### config.mk
export PLATFORM = sky130hd
export DESIGN_NAME = fdtt_ctrl
export DESIGN_NICKNAME = d
export VERILOG_FILES = /design/src/fdtt_pkg.sv /design/src/fdtt_ctrl.sv
export SDC_FILE = /design/constraint.sdc
export NUM_CORES = 1
export LEC_CHECK = 0
export ABC_AREA = 0
export BUFFER_PORTS_ARGS = -buffer_cell sky130_fd_sc_hd__clkbuf_2
export CAP_MARGIN = 20
export CORE_AREA = 2 2 39 41
export CTS_CLUSTER_DIAMETER = 30
export CTS_CLUSTER_SIZE = 28
export DETAILED_ROUTE_END_ITERATION = 16
export DIE_AREA = 0 0 41 43
export GPL_TIMING_DRIVEN = 0
export PLACE_DENSITY = 0.31
export SYNTH_ARGS = -nofsm -noshare
export SYNTH_HDL_FRONTEND = slang
export SYNTH_SLANG_ARGS = --single-unit
export TNS_END_PERCENT = 20
### constraint.sdc
create_clock -name clk_i -period 2.9 [get_ports clk_i]
set_input_delay 0.29 -clock clk_i [delete_from_list [all_inputs] [get_ports clk_i]]
set_output_delay 0.29 -clock clk_i [all_outputs]
set_load 0.005 [all_outputs]
### src/fdtt_pkg.sv
`timescale 1ns / 1ps

package fdtt_pkg;

  // Geometry of the tracked framebuffer.
  localparam int unsigned TILE_SIZE  = 16;
  localparam int unsigned MAX_WIDTH  = 256;
  localparam int unsigned MAX_HEIGHT = 256;

  localparam int unsigned COORD_W     = 8;
  localparam int unsigned TILE_IDX_W  = 4;
  localparam int unsigned TILE_BITS   = $clog2(TILE_SIZE);
  localparam int unsigned TILES_X     = (MAX_WIDTH + TILE_SIZE - 1) / TILE_SIZE;
  localparam int unsigned TILES_Y     = (MAX_HEIGHT + TILE_SIZE - 1) / TILE_SIZE;
  localparam int unsigned TILE_COUNT  = TILES_X * TILES_Y;
  localparam int unsigned TILE_ADDR_W = $clog2(TILE_COUNT);
  localparam int unsigned SPAN_W      = $clog2(TILES_X + 1);

  localparam int unsigned SHADOW_DEPTH  = MAX_WIDTH * MAX_HEIGHT;
  localparam int unsigned SHADOW_ADDR_W = $clog2(SHADOW_DEPTH);

  localparam int unsigned SIZE_W  = 9;
  localparam int unsigned TOTAL_W = 9;
  localparam int unsigned VALUE_W = 32;

  localparam int unsigned CFG_IDX_W = 1;
  localparam logic [CFG_IDX_W-1:0] CFG_SCREEN_WIDTH  = 1'b0;
  localparam logic [CFG_IDX_W-1:0] CFG_SCREEN_HEIGHT = 1'b1;

  localparam logic [SIZE_W-1:0] SIZE_MAX_W = SIZE_W'(MAX_WIDTH);
  localparam logic [SIZE_W-1:0] SIZE_MAX_H = SIZE_W'(MAX_HEIGHT);

  typedef enum logic [1:0] {
    MODE_COMPARE   = 2'd0,
    MODE_MARK      = 2'd1,
    MODE_CLEAN     = 2'd2,
    MODE_RESET_ALL = 2'd3
  } mode_e;

  typedef enum logic [1:0] {
    ST_CLEAR,
    ST_IDLE,
    ST_EXEC
  } ctrl_state_e;

  typedef struct packed {
    logic [1:0]            mode;
    logic [COORD_W-1:0]    pixel_x;
    logic [COORD_W-1:0]    pixel_y;
    logic [VALUE_W-1:0]    pixel_value;
    logic [TILE_IDX_W-1:0] tile_col;
    logic [TILE_IDX_W-1:0] tile_row;
  } in_req_t;

  typedef struct packed {
    logic               tile_is_dirty;
    logic               pixel_changed;
    logic [TOTAL_W-1:0] dirty_total;
    logic               out_of_range;
  } out_req_t;

  typedef struct packed {
    logic accept;
    logic commit;
    logic sweep;
  } cmd_t;

  typedef struct packed {
    logic sweep_last;
    logic reset_all;
    logic out_free;
  } status_t;

  // A zero size acts as one pixel and an oversize value as the maximum.
  function automatic logic [SIZE_W-1:0] eff_size(input logic [SIZE_W-1:0] v,
                                                 input logic [SIZE_W-1:0] maxv);
    logic [SIZE_W-1:0] r;
    if (v == '0) begin
      r = SIZE_W'(1);
    end else if (v > maxv) begin
      r = maxv;
    end else begin
      r = v;
    end
    return r;
  endfunction

  // Number of tiles that cover a span of pixels, rounded up.
  function automatic logic [SPAN_W-1:0] tile_span(input logic [SIZE_W-1:0] eff);
    logic [SIZE_W:0] sum;
    sum = {1'b0, eff} + (SIZE_W + 1)'(TILE_SIZE - 1);
    return SPAN_W'(sum >> TILE_BITS);
  endfunction

endpackage

### src/fdtt_ctrl.sv
`timescale 1ns / 1ps

module fdtt_ctrl (
  input  logic             clk_i,
  input  logic             rst_ni,
  input  logic             in_valid_i,
  output logic             in_stall_o,
  input  fdtt_pkg::status_t status_i,
  output fdtt_pkg::cmd_t    cmd_o
);

  fdtt_pkg::ctrl_state_e state_q, state_d;

  always_ff @(posedge clk_i or negedge rst_ni) begin
    if (!rst_ni) begin
      state_q <= fdtt_pkg::ST_CLEAR;
    end else begin
      state_q <= state_d;
    end
  end

  always_comb begin
    state_d = state_q;
    unique case (state_q)
      fdtt_pkg::ST_CLEAR: begin
        if (status_i.sweep_last) begin
          state_d = fdtt_pkg::ST_IDLE;
        end
      end
      fdtt_pkg::ST_IDLE: begin
        if (in_valid_i) begin
          state_d = fdtt_pkg::ST_EXEC;
        end
      end
      fdtt_pkg::ST_EXEC: begin
        if (status_i.out_free) begin
          state_d = status_i.reset_all ? fdtt_pkg::ST_CLEAR : fdtt_pkg::ST_IDLE;
        end
      end
      default: begin
        state_d = fdtt_pkg::ST_CLEAR;
      end
    endcase
  end

  always_comb begin
    cmd_o      = '0;
    in_stall_o = 1'b1;
    unique case (state_q)
      fdtt_pkg::ST_CLEAR: begin
        cmd_o.sweep = 1'b1;
      end
      fdtt_pkg::ST_IDLE: begin
        in_stall_o   = 1'b0;
        cmd_o.accept = in_valid_i;
      end
      fdtt_pkg::ST_EXEC: begin
        cmd_o.commit = status_i.out_free;
      end
      default: begin
        cmd_o = '0;
      end
    endcase
  end

endmodule

==> summary.txt <==
Yosys
  • Post-Synth XOR/XNOR Area: 0
  • Syn Inst Count: 13
  • Post-synthesis simple-gate area fraction: 0.463
  • Adder-Cell Fraction of Synth Area: 0
  • Post-synthesis sequential area ratio: 0.421
  • Post-synthesis mux area share: 0
  • Count of unique library cells instantiated by Yosys: 10
  • Synth Warn #: 0
  • Largest family of logic cells by synthesized area: simple AND/OR/NAND/NOR gates
  • Post-synthesis compound-gate area fraction: 0.116
  • Avg Cell Area, Syn: 9.14 um^2
  • Yosys reg bits: 2
  • Post-synthesis instance area: 119 um^2
  • Net Count, Synth: 19

Run status
  • Status: complete, no violations

Clock tree
  • Root buf cell: clkbuf_4
  • Max H-tree Level: 1
  • Sink Count: 2
  • CTS tree: built
  • CTS clk-pin slew, worst paths: 30 ps
  • Cts bufs inserted: 3
  • Maximum buffer depth of the clock tree: 2
  • Latest clock arrival within the worst-skew pair: 220 ps

Routing
  • First-pass detailed-route iteration total: 2
  • Initial DRC Count: 1
  • WL per Instance: 7.19 um
  • DRC viols: 0
  • Routed Antenna Nets: 0
  • Drt via density: 3.29
  • Overall routed net length: 302 um
  • Via count: 138

Floorplan
  • Cell Rows: 14
  • Die H: 43 um
  • Die area: 0.00176 mm^2
  • Starting Density: 0.0859
  • Die W: 41 um
  • CORE AREA: 0.00138 mm^2
  • Io pins: 10

Final layout
  • Leading registers by flop count: state_q x2
  • Top reg by flops: state_q
  • Diode count: 0
  • Multi-input gate area: 68.8 um^2
  • Final Net Count: 34
  • P&R area growth vs syn: 82.1%
  • Layout cell share with drive strength beyond 1: 0.462
  • Utilization after layout: 0.156
  • Max FFs per register: 2
  • Register area: 50.0 um^2
  • Number of fill cells: 165
  • Post-route cell area: 216 um^2

Critical path
  • CP required: 2610 ps
  • Crit path cell chain: and3b_1 > clkbuf_2
  • Worst path depth: 2
  • Worst Path Max Fanout: 8
  • Family with the most delay on the worst path: flip-flops
  • Buf+Inv Stages, Crit Path: 1
  • Worst Path Arrival: 1000 ps
  • Critical-path top delay cell: dfrtp_1
  • Critical Path End Type: primary output
  • Crit path largest cell delay: 420 ps
  • R2R depth: 2
  • Type of the worst setup path: reg -> out
  • Worst setup SP type: register

Timing
  • Setup Skew: 1.50 ps
  • Achievable Freq: 0.775 GHz
  • Unrepaired setup endpoints after global routing: no
  • Slew at the pin with the worst max-slew slack: 188 ps
  • Final Setup Violations: 0
  • Setup slack after layout: 1610 ps
  • Tmin final: 1290 ps
  • Final setup TNS: 0 ps
  • Max-slew headroom: 0.875
  • Tcrit/Tclk final: 0.445
  • Final Hold Viols: 0
  • Max-slew violations: 0

Global route
  • Tot GR Track Use: 0.0462
  • Grt total ovfl: 0
  • First-pass GRT wire length: 448 um
  • Vias in the first global route: 133
  • Largest net degree at the start of global routing: 9
  • Initial antenna violation count: 0

Worst hold path
  • Hold depth: 3
  • Hold/Removal Path Class: in -> reg

Placement
  • Placer Congestion: 0.601
  • Placed Area: 184 um^2
  • Port Buf Inserts: 9
  • Worst slack, placed: 1840 ps

Power and ir drop
  • PwrDens: 898 mW/mm^2
  • Peak VDD IR: 0.129 mV
  • Pleak: 0.113 nW

Job
  • Max cap viols: 0
[worst min-delay path: cells and delay by family]
| family | cells | cell delay (ps) |
|---|---|---|
| buffers and inverters | 1 | 80 |
| AO/OA/AOI/OAI | 2 | 160 |
[placed cells by master, fill, tap and decap left out]
| cell type | synthesis | final |
|---|---|---|
| dfrtp_1 | 2 | 2 |
| dlygate4sd3_1 | 0 | 1 |
| or2_1 | 1 | 1 |
| nand2_1 | 1 | 1 |
| nor2b_1 | 1 | 1 |
| nand2b_1 | 1 | 1 |
| clkbuf_4 | 0 | 3 |
| o21ai_0 | 1 | 1 |
| nor3b_1 | 1 | 1 |
| o31a_1 | 1 | 1 |
| clkbuf_2 | 0 | 9 |
| nor2_1 | 2 | 2 |
| and3b_1 | 2 | 2 |
[through the flow]
stage	power (mW)	hold slack, ps	cells
after floorplan	0.0987	-5.59	13
after global placement	0.136	76.0	38
after detailed placement	0.135	78.2	38
after CTS	0.201	359	42
after global routing	0.214	391	42
final	0.194	362	42
[cell families (layout without fill, tap and decap cells)]
logic type      Yosys count  in the layout
simple gates              9              9
compound gates            2              2
flops                     2              2
buf+inv                   0             13
[report_power, final]
group / switching (mW) / internal, mW / leakage, nW
clock: 0.0152 / 0.0456 / 0.0138
sequential: 0.0215 / 0.0417 / 0.0247
combinational: 0.0272 / 0.0433 / 0.0748
[final timing paths]
kind	endpoint	start	slack, ps
hold reg to reg	state_q[0]$_DFFE_PN0P_	state_q[0]$_DFFE_PN0P_	630
setup / recovery	cmd_o[2]	state_q[1]$_DFFE_PN0P_	1610
max in group asynchronous	state_q[1]$_DFFE_PN0P_	rst_ni	2420
min in group asynchronous	state_q[0]$_DFFE_PN0P_	rst_ni	390
setup reg to reg	state_q[1]$_DFFE_PN0P_	state_q[0]$_DFFE_PN0P_	1910
hold / removal	state_q[0]$_DFFE_PN0P_	in_valid_i	360
[layer usage]
layer	vias up	track usage	part of all wire
li1	72	-	-
met4	0	0.0800	0.040
met2	4	0.0625	0.60
met3	2	0.0314	0.053
met5	-	0	0
met1	60	0.0257	0.30
[repair_timing]
item,4_1_cts,5_1_grt
hold buffers,1,0
gates resized for setup,0,0
hold endpoints to repair,2,0
buffers inserted,0,0
[cells in the mapped netlist]
| cell type | count | area, um^2 |
|---|---|---|
| nand2b_1 | 1 | 6.26 |
| nor2b_1 | 1 | 6.26 |
| o21ai_0 | 1 | 5.00 |
| nor2_1 | 2 | 7.51 |
| and3b_1 | 2 | 17.5 |
| nor3b_1 | 1 | 7.51 |
| dfrtp_1 | 2 | 50.1 |
| nand2_1 | 1 | 3.75 |
| or2_1 | 1 | 6.26 |
| o31a_1 | 1 | 8.76 |
[cell type report]
type,instances,area share
clock buffers,3,0.104
multi-input cells,11,0.318
flip-flops and latches,2,0.231
well taps,16,0.0925
repair buffers,10,0.254
Note: power is estimated with default switching activity, not from simulation.
